`config.mk`:
```
export PLATFORM = sky130hd
export DESIGN_NAME = rational_arithmetic_unit
export DESIGN_NICKNAME = d
export VERILOG_FILES = /design/src/hw/rtl/rau_pkg.sv /design/src/hw/rtl/rational_arithmetic_unit.sv
export SDC_FILE = /design/constraint.sdc
export NUM_CORES = 2
export LEC_CHECK = 0
export BUFFER_PORTS_ARGS = -buffer_cell sky130_fd_sc_hd__buf_4
export CORE_ASPECT_RATIO = 0.9
export CORE_UTILIZATION = 55
export DETAILED_ROUTE_END_ITERATION = 16
export PLACE_DENSITY_LB_ADDON = 0.2
export SLEW_MARGIN = 20
export SYNTH_ARGS = -nofsm -noshare
export SYNTH_HDL_FRONTEND = slang
export SYNTH_SLANG_ARGS = --single-unit
```
`constraint.sdc`:
```
create_clock -name clk -period 10.2 [get_ports clk]
set_input_delay 3.06 -clock clk [delete_from_list [all_inputs] [get_ports clk]]
set_output_delay 3.06 -clock clk [all_outputs]
set_load 0.01 [all_outputs]
```
`src/hw/rtl/rau_pkg.sv`:
```
`timescale 1ns / 1ps
package rau_pkg;
  localparam int WIDTH = 32;

  localparam logic [2:0] OP_ADD  = 3'd0;
  localparam logic [2:0] OP_SUB  = 3'd1;
  localparam logic [2:0] OP_MUL  = 3'd2;
  localparam logic [2:0] OP_DIV  = 3'd3;
  localparam logic [2:0] OP_INC  = 3'd4;
  localparam logic [2:0] OP_SIMP = 3'd5;
  localparam logic [2:0] OP_EQ   = 3'd6;

  localparam logic [1:0] ST_OK   = 2'd0;
  localparam logic [1:0] ST_ZDEN = 2'd1;
  localparam logic [1:0] ST_DIVZ = 2'd2;

  typedef struct packed {
    logic [2:0]              req_type;
    logic signed [WIDTH-1:0] a_num;
    logic signed [WIDTH-1:0] a_den;
    logic signed [WIDTH-1:0] b_num;
    logic signed [WIDTH-1:0] b_den;
  } rau_in_t;

  typedef struct packed {
    logic signed [WIDTH-1:0] res_num;
    logic signed [WIDTH-1:0] res_den;
    logic                    is_equal;
    logic [1:0]              status;
  } rau_out_t;
endpackage

```
`src/hw/rtl/rational_arithmetic_unit.sv`:
```
`timescale 1ns / 1ps
// Rational ALU: one item (opcode and two signed fractions) in, one result out.
// start is taken when busy is low; busy then stays high until the result is
// shown on out_data for one cycle with out_valid high. The receiver cannot
// stall, so it must take the result in that cycle. Add, subtract, multiply
// and divide share one 32x32 multiplier that forms the products one a cycle;
// multiply and divide need one product fewer. Increment, equal, the unused
// opcode, a zero input denominator and division by zero go straight to the
// result. Simplify runs Euclid's algorithm on one shared restoring divider,
// plus two more divisions for the reduced fraction (the remainder steps
// number at most about 46 for 32-bit values).
module rational_arithmetic_unit (
  input  logic              clk,
  input  logic              rst_n,
  input  logic              start,
  input  rau_pkg::rau_in_t  in_data,
  output logic              busy,
  output logic              out_valid,
  output rau_pkg::rau_out_t out_data
);
  import rau_pkg::*;

  localparam logic [3:0] S_IDLE = 4'd0;
  localparam logic [3:0] S_NORM = 4'd1;
  localparam logic [3:0] S_MUL  = 4'd2;
  localparam logic [3:0] S_EUC  = 4'd3;
  localparam logic [3:0] S_DIVN = 4'd4;
  localparam logic [3:0] S_DIVD = 4'd5;
  localparam logic [3:0] S_FIN  = 4'd6;
  localparam logic [3:0] S_DONE = 4'd7;
  localparam logic [3:0] S_DIV  = 4'd8;

  localparam int DCW = $clog2(WIDTH + 1);

  logic [3:0]       state_r, state_nxt, ret_r, ret_nxt;
  logic [2:0]       op_r;
  logic [WIDTH-1:0] an_r, ad_r, bn_r, bd_r;
  logic [WIDTH-1:0] p_r [0:3];
  logic [2:0]       mstep_r;
  logic [WIDTH-1:0] x_r, y_r, g_r;
  // divider: quotient/dividend shift register, partial remainder
  logic [WIDTH-1:0] dq_r, dv_r;
  logic [WIDTH:0]   rem_r;
  logic [DCW-1:0]   dcnt_r;
  logic [WIDTH-1:0] rn_r, rd_r;
  logic [1:0]       st_r;
  logic             eq_r, ov_r;

  function automatic logic [WIDTH-1:0] nabs(input logic [WIDTH-1:0] v);
    nabs = v[WIDTH-1] ? (~v + 1'b1) : v;
  endfunction

  // shared multiplier operands, chosen by step
  logic [WIDTH-1:0] ma, mb, mprod;
  always_comb begin
    ma = an_r; mb = bd_r;
    case (mstep_r)
      3'd0: begin ma = an_r; mb = (op_r == OP_MUL) ? bn_r : bd_r; end
      3'd1: begin ma = bn_r; mb = ad_r; end
      3'd2: begin ma = ad_r; mb = (op_r == OP_DIV) ? bn_r : bd_r; end
      default: begin ma = an_r; mb = bd_r; end
    endcase
  end
  assign mprod = ma * mb;

  logic [WIDTH:0] rsh, rsub;
  assign rsh  = {rem_r[WIDTH-1:0], dq_r[WIDTH-1]};
  assign rsub = rsh - {1'b0, dv_r};

  logic [WIDTH-1:0] fn, fd;
  logic [1:0]       fst;
  logic             feq;
  logic             uses_b;
  assign uses_b = (op_r <= OP_DIV) || (op_r == OP_EQ);

  always_ff @(posedge clk) begin
    if (!rst_n) begin
      state_r <= S_IDLE;
      ov_r    <= 1'b0;
    end else begin
      state_r <= state_nxt;
      ov_r    <= (state_r == S_DONE);
    end
  end

  always_comb begin
    state_nxt = state_r;
    ret_nxt   = ret_r;
    case (state_r)
      S_IDLE: if (start) state_nxt = S_NORM;
      S_NORM: begin
        if (ad_r == '0 || (uses_b && bd_r == '0)) state_nxt = S_FIN;
        else begin
          case (op_r)
            OP_ADD, OP_SUB, OP_MUL: state_nxt = S_MUL;
            OP_DIV: state_nxt = (bn_r == '0) ? S_FIN : S_MUL;
            OP_SIMP: state_nxt = (an_r == '0) ? S_FIN : S_EUC;
            default: state_nxt = S_FIN;
          endcase
        end
      end
      // multiply and divide skip step 1, so step 2 is always the last
      S_MUL: if (mstep_r == 3'd2) state_nxt = S_FIN;
      S_EUC: if (y_r == '0) state_nxt = S_DIVN;
             else begin state_nxt = S_DIV; ret_nxt = S_EUC; end
      S_DIVN: begin state_nxt = S_DIV; ret_nxt = S_DIVD; end
      S_DIVD: begin state_nxt = S_DIV; ret_nxt = S_FIN; end
      S_DIV: if (dcnt_r == DCW'(WIDTH)) state_nxt = ret_r;
      S_FIN: state_nxt = S_DONE;
      S_DONE: state_nxt = S_IDLE;
      default: state_nxt = S_IDLE;
    endcase
  end

  // result assembly
  always_comb begin
    logic [WIDTH-1:0] n, d;
    n = '0; d = {{(WIDTH-1){1'b0}}, 1'b1};
    fst = ST_OK; feq = 1'b0;
    if (ad_r == '0 || (uses_b && bd_r == '0)) fst = ST_ZDEN;
    else begin
      case (op_r)
        OP_ADD, OP_SUB: begin
          if (ad_r == bd_r) begin n = an_r + bn_r; d = ad_r; end
          else begin n = p_r[0] + p_r[1]; d = p_r[2]; end
        end
        OP_MUL: begin n = p_r[0]; d = p_r[2]; end
        OP_DIV: begin
          if (bn_r == '0) fst = ST_DIVZ;
          else begin n = p_r[0]; d = p_r[2]; end
        end
        OP_INC: begin n = an_r + ad_r; d = ad_r; end
        OP_SIMP: if (an_r != '0) begin n = rn_r; d = rd_r; end
        OP_EQ: feq = (an_r == bn_r) && (ad_r == bd_r);
        default: ;
      endcase
      if (d[WIDTH-1] && op_r != OP_SIMP && op_r != OP_INC) begin
        n = ~n + 1'b1; d = ~d + 1'b1;
      end
      if (fst == ST_OK && d == '0) fst = ST_ZDEN;
    end
    if (fst != ST_OK) begin n = '0; d = '0; feq = 1'b0; end
    fn = n; fd = d;
  end

  always_ff @(posedge clk) begin
    ret_r <= ret_nxt;
    case (state_r)
      S_IDLE: if (start) begin
        op_r    <= in_data.req_type;
        an_r    <= in_data.a_den[WIDTH-1] ? ~in_data.a_num + 1'b1 : in_data.a_num;
        ad_r    <= in_data.a_den[WIDTH-1] ? ~in_data.a_den + 1'b1 : in_data.a_den;
        bn_r    <= (in_data.b_den[WIDTH-1] ? ~in_data.b_num + 1'b1 : in_data.b_num);
        bd_r    <= in_data.b_den[WIDTH-1] ? ~in_data.b_den + 1'b1 : in_data.b_den;
      end
      S_NORM: begin
        if (op_r == OP_SUB) bn_r <= ~bn_r + 1'b1;
        mstep_r <= '0;
        x_r <= nabs(an_r);
        y_r <= nabs(ad_r);
      end
      S_MUL: begin
        p_r[mstep_r[1:0]] <= mprod;
        mstep_r <= (op_r >= OP_MUL && mstep_r == 3'd0) ? 3'd2 : mstep_r + 3'd1;
      end
      S_EUC: begin
        if (y_r == '0) g_r <= x_r;
        else begin
          dq_r <= x_r; dv_r <= y_r; rem_r <= '0; dcnt_r <= '0;
          x_r <= y_r;
        end
      end
      S_DIVN: begin dq_r <= nabs(an_r); dv_r <= g_r; rem_r <= '0; dcnt_r <= '0; end
      S_DIVD: begin
        rn_r <= an_r[WIDTH-1] ? ~dq_r + 1'b1 : dq_r;
        dq_r <= nabs(ad_r); dv_r <= g_r; rem_r <= '0; dcnt_r <= '0;
      end
      S_DIV: begin
        if (dcnt_r == DCW'(WIDTH)) begin
          if (ret_r == S_EUC) y_r <= rem_r[WIDTH-1:0];
          if (ret_r == S_FIN) rd_r <= ad_r[WIDTH-1] ? ~dq_r + 1'b1 : dq_r;
        end else begin
          dcnt_r <= dcnt_r + 1'b1;
          if (!rsub[WIDTH]) begin rem_r <= rsub; dq_r <= {dq_r[WIDTH-2:0], 1'b1}; end
          else begin rem_r <= rsh; dq_r <= {dq_r[WIDTH-2:0], 1'b0}; end
        end
      end
      S_FIN: begin rn_r <= fn; rd_r <= fd; st_r <= fst; eq_r <= feq; end
      default: ;
    endcase
  end

  assign busy      = (state_r != S_IDLE);
  assign out_valid = ov_r;
  assign out_data  = '{res_num: rn_r, res_den: rd_r, is_equal: eq_r, status: st_r};

  a_res_after_done: assert property (@(posedge clk) disable iff (!rst_n)
    (state_r == S_DONE) |=> out_valid) else $error("result strobe missed");
  a_strobe_busy: assert property (@(posedge clk) disable iff (!rst_n)
    out_valid |-> (state_r == S_IDLE)) else $error("strobe while working");
  a_div_bound: assert property (@(posedge clk) disable iff (!rst_n)
    (state_r == S_DIV) |-> (dcnt_r <= DCW'(WIDTH))) else $error("divider overrun");
endmodule

```
# Word level (Yosys, flattened, before mapping)
# Memory sizes are Yosys's and may differ from the RTL's.
# Index checks and enable logic that the tools add are counted.
# totals
regBits	408
latch_bits	0
wordCells	203
output_inout_bits	69
rom_bits	0
mem_count	1
mem_bits_rw	128
input_bits	134
# mem_list
name	words	width	rd	rd_clocked_by_memory_dff	write_ports	line	source
p_r	4	32	3	0	1	rational_arithmetic_unit.sv:38	logic [WIDTH-1:0] p_r [0:3];
# op_classes
mul	1
eq_ne	31
div	0
reduce_logical	46
n_shift	0
mux	73
addsub	16
bitwise_logic	11
magnitude_cmp	2
# op_table
cell	count
2-to-1 mux 32 bit	35
case mux 32 bit (2 select lines)	7
adder 32 x 1 -> 32 bit (second input constant)	10
NOT 32 bit	10
case mux 32 bit (5 select lines)	2
zero test 32 bit	6
case mux 32 bit (3 select lines)	2
case mux 32 bit (4 select lines)	1
adder 32 bit	3
equality test 32 bit	2
2-to-1 mux 31 bit	2
subtractor 33 x 32 -> 33 bit	1
multiplier 32 x 32 -> 32 bit	1
nonzero test 32 bit	1
case mux 4 bit (7 select lines)	1
equality test 4 x 3 -> 1 bit (second input constant)	5
2-to-1 mux 4 bit	5
case mux 6 bit (3 select lines)	1
AND reduction 3 bit	6
inequality test 2 bit (second input constant)	8
nonzero test 2 bit	8
equality test 4 x 2 -> 1 bit (second input constant)	3
2-to-1 mux 3 bit	4
2-to-1 mux 6 bit	2
27 further kinds	54

# Logic depth before layout (Yosys ltp)
# depth
depth_word	16
mapped_depth	40
mapped_depth_nobuf	36

# Least setup slack after synthesis
# No wires, ideal clock.
# synth_timing
kind	register -> register
start	register mstep_r[0]
end	memory p_r[0][30] (data pin)
setup_ps	276
period_less_slack_ps	9155
t_arrival_ps	8879
path_stages_with_launch	38
n_path_buf	5
slack_ps	1045
cell_sequence	edfxtp_1 -> inv_1 -> ha_1 -> mux2i_1 -> nor3_1 -> clkbuf_1 -> clkbuf_1 -> buf_1 -> a22oi_1 -> and2_1 -> clkbuf_1 -> clkbuf_1 -> nor2_1 -> fa_1 -> inv_1 -> fa_1 -> fa_1 -> inv_1 -> [... 2 more ...] -> ha_1 -> inv_1 -> fa_1 -> inv_1 -> fa_1 -> ha_1 -> or2_2 -> o31a_1 -> o211a_1 -> nor2_1 -> a21oi_1 -> a41o_1 -> o41ai_1 -> o21ai_0 -> nor4_1 -> o31ai_1 -> o41ai_1 -> xnor2_1
# synth_between
elab_chain_len	3
word_cells_on_any_way	6
classes_between	mul: 1; eq/ne: 2; mux: 2; reduce/logical: 1
# synth_lines
item	line	source
from (decl)	rational_arithmetic_unit.sv:39	logic [2:0] mstep_r;
from (signal assigned)	rational_arithmetic_unit.sv:164	mstep_r <= (op_r >= OP_MUL && mstep_r == 3'd0) ? 3'd2 : mstep_r + 3'd1;
equality test 3 x 2 -> 1 bit, or another cell as far along	rational_arithmetic_unit.sv:57	case (mstep_r)
case mux 32 bit (3 select lines) or case mux 32 bit (2 select lines) (tied branches)	rational_arithmetic_unit.sv:57	
multiplier 32 x 32 -> 32 bit *	rational_arithmetic_unit.sv:64	assign mprod = ma * mb;
named net mprod[30]	rational_arithmetic_unit.sv:54	logic [WIDTH-1:0] ma, mb, mprod;
to (decl)	rational_arithmetic_unit.sv:38	
# Mark *: on every way through the listed nets, which the timed path passes. The rest lies on a longest branch.

# Final worst setup path
# layout_timing
start	register mstep_r[0]
end	memory p_r[1][30] (data pin)
# The elaborated chain is that of the path after synthesis.

==> impl_metrics.json <==
{
  "wirelength_um": 203000,
  "synth_nets": 6290,
  "drtPass1Iterations": 8,
  "post-route-drc-count": 0,
  "rsz0062_at_grt": "false",
  "die_h_um": 291,
  "cts_buffer_depth": 3,
  "syn-instance-count": 5479,
  "synth_area_mm2": 0.0510,
  "clock.fmax_mhz": 104,
  "portBuffers": 202,
  "yosys.cell_count.top_type": "nand2_1",
  "path_clk_slew_ns": 0.07,
  "grt-ovfl-total": 0,
  "finalNetCount": 6419,
  "synthTopCellsByArea": "edfxtp_1 (29%), fa_1 (16%), ha_1 (6.5%), xnor2_1 (4.7%), nand2_1 (4.6%)",
  "critPathBufInv": 6,
  "status": "finished, final reports clean",
  "area.growth.synth_to_final_pct": 10.1,
  "antenna_left": 0,
  "synth_top_area_cell": "edfxtp_1",
  "rows": 105,
  "synth-edff-count": 498,
  "ys_seq_area_share_pct": 29.5,
  "grt_max_degree": 72,
  "final_area_mm2": 0.0562,
  "maxSlewHeadroom_pct": 16.0,
  "cts_setup_buffers": 0,
  "cts_tree": "built",
  "grt.total_usage_pct": 42.7,
  "slew_violations": 0,
  "start_kind": "register",
  "grt_pass1_wl_um": 290000,
  "crit_top_cell": "fa_1",
  "path_depth": 31,
  "layout_min_cycle_time_ns": 9.62,
  "vias_per_cell": 6.58,
  "crit_path_top_delay_cell": "nor3_2",
  "antenna_found_initial": 2,
  "min_path_cells": 0,
  "required_ns": 10.57,
  "clock_latency_ns": 0.67,
  "drv_cap": 0,
  "min_path_type": "reg -> reg",
  "post_cts_resized": 0,
  "r2r_cells": 31,
  "synth.distinct_cells": 92,
  "whs_ns": 0.458,
  "path_max_fanout": 12,
  "cp_top_family": "adder cells",
  "root_buffer": "clkbuf_16",
  "cts.sinks": 503,
  "final.setup.tns_ns": 0,
  "cts.htree.levels": 2,
  "post_drt_wl_per_cell_um": 29.4,
  "synth_common_cells": "nand2_1 (630), nor2_1 (519), inv_1 (516), edfxtp_1 (498), fa_1 (412)",
  "hold_viol_final": 0,
  "setup_violations": 0,
  "cts_hold_buffers": 0,
  "dp_hpwl_um": 159000,
  "start_util_pct": 55.7,
  "final_util_pct": 61.4,
  "fin_skew_ns": 0.0403,
  "fin_crit_sh_pct": 94.3,
  "max_stage_delay_ns": 0.64,
  "worstMarginPinSlew_ns": 1.26,
  "synth_top_area_share_pct": 29.3,
  "core_mm2": 0.0916,
  "io_pins": 203,
  "ys_warn_count": 0,
  "die_x_um": 323,
  "cp_data_arrival_time_ns": 9.99,
  "yosys_register_bits": 503,
  "placed_area_mm2": 0.0544,
  "first_global_vias": 42100,
  "finalWeightedCongestion": 1.06,
  "async_flop_share_pct": 0,
  "worstSetupPathType": "reg -> reg",
  "end_kind": "register",
  "numCtsBuffers": 52,
  "synth.avg_cell_area_um2": 9.31,
  "ys.flop_type": "edfxtp_1",
  "vias": 45300,
  "drive_gt1_share_pct": 10.0,
  "die-area_mm2": 0.0940,
  "first_iter_violations": 7132
}
==> worst paths after layout <==
path / start / to / slack, ns
worst max-delay path: mstep_r[0] / p_r[1][30] / 0.58
worst min-delay path: x_r[0] / g_r[0] / 0.46
worst max register to register: mstep_r[0] / p_r[1][30] / 0.58
worst min register to register: x_r[0] / g_r[0] / 0.46
==> through the flow <==
step                std cells  setup WS [ns]
floorplan                5479           1.05
finish                   6887          0.580
detailed placement       6784          0.844
global route             6881          0.189
global placement         6784          0.994
CTS                      6881          0.853
==> cell type report <==
| cell class | count | area (µm²) |
|---|---|---|
| Antenna cell | 6 | 15.0 |
| Clock buffer | 62 | 1360 |
| Clock inverter | 35 | 424 |
| Fill cell | 7821 | 35400 |
| Inverter | 518 | 1940 |
| Multi-Input combinational cell | 4170 | 33100 |
| Sequential cell | 503 | 15100 |
| Tap cell | 1230 | 1540 |
| Timing Repair Buffer | 363 | 2730 |
==> state kept, by name (all words and copies together), names as in the netlist, 2 cells and up <==
name / count
y_r: 32
rem_r: 32
ret_r: 3
g_r: 32
an_r: 32
p_r: 96
rd_r: 32
state_r: 4
mstep_r: 3
bd_r: 32
rn_r: 32
x_r: 32
op_r: 3
dq_r: 32
dv_r: 32
dcnt_r: 6
bn_r: 32
st_r: 2
ad_r: 32
==> layout by cell type, fill, tap and decap left out, types with 13 or more instances in the layout <==
| cell type | count |
|---|---|
| nand2_1 | 630 |
| nor2_1 | 517 |
| inv_1 | 516 |
| edfxtp_1 | 498 |
| fa_1 | 412 |
| buf_4 | 363 |
| xnor2_1 | 274 |
| ha_1 | 265 |
| a21oi_1 | 249 |
| xor2_1 | 244 |
| o21ai_0 | 191 |
| nor3_1 | 81 |
| nand3_1 | 78 |
| o31ai_1 | 74 |
| and2_1 | 73 |
| a22oi_1 | 69 |
| or3_1 | 69 |
| o22ai_1 | 66 |
| mux2i_1 | 59 |
| nor4_1 | 57 |
| clkbuf_16 | 53 |
| a21o_1 | 52 |
| a31oi_1 | 46 |
| mux2_2 | 42 |
| a221o_1 | 35 |
| a221oi_1 | 35 |
| o41ai_1 | 33 |
| or4_1 | 33 |
| a222oi_1 | 31 |
| nand2b_1 | 30 |
| nor2b_1 | 30 |
| and3_1 | 29 |
| o21a_1 | 29 |
| a211oi_1 | 29 |
| nand4_1 | 24 |
| o221ai_1 | 22 |
| or2_2 | 21 |
| a22o_1 | 17 |
| o211ai_1 | 16 |
| o21bai_1 | 13 |
==> routing by layer <==
metal	global-route usage, %	wire, µm	vias up
li1	-	-	19500
met1	61.4	80700	22100
met2	56.4	78400	3200
met3	14.6	31200	562
met4	21.2	12200	2
met5	0	36	-
==> cells by family (layout without fill, tap and decap cells) <==
group | count (synthesis) | in the layout | synth area share (%)
compound gates | 1126 | 1126 | 15.0
xor+xnor | 520 | 520 | 8.95
fa+ha+maj | 677 | 677 | 22.7
buf+inv | 806 | 978 | 5.98
flops | 503 | 503 | 29.5
mux | 101 | 101 | 2.08
other cells | 0 | 6 | 0
simple gates | 1746 | 1746 | 15.8
==> worst register-to-register path, delay by kind of cell (launching register included) <==
family | cells | cell delay, ns
fa+ha+maj | 10 | 4.04
simple gates | 5 | 1.90
compound gates | 8 | 1.87
buf+inv | 6 | 0.83
flops | 1 | 0.46
xor+xnor | 1 | 0.15
mux | 1 | 0.12
Power is not shown: default switching activity piles up to over one toggle a cycle in this logic, so the estimate is an artifact.
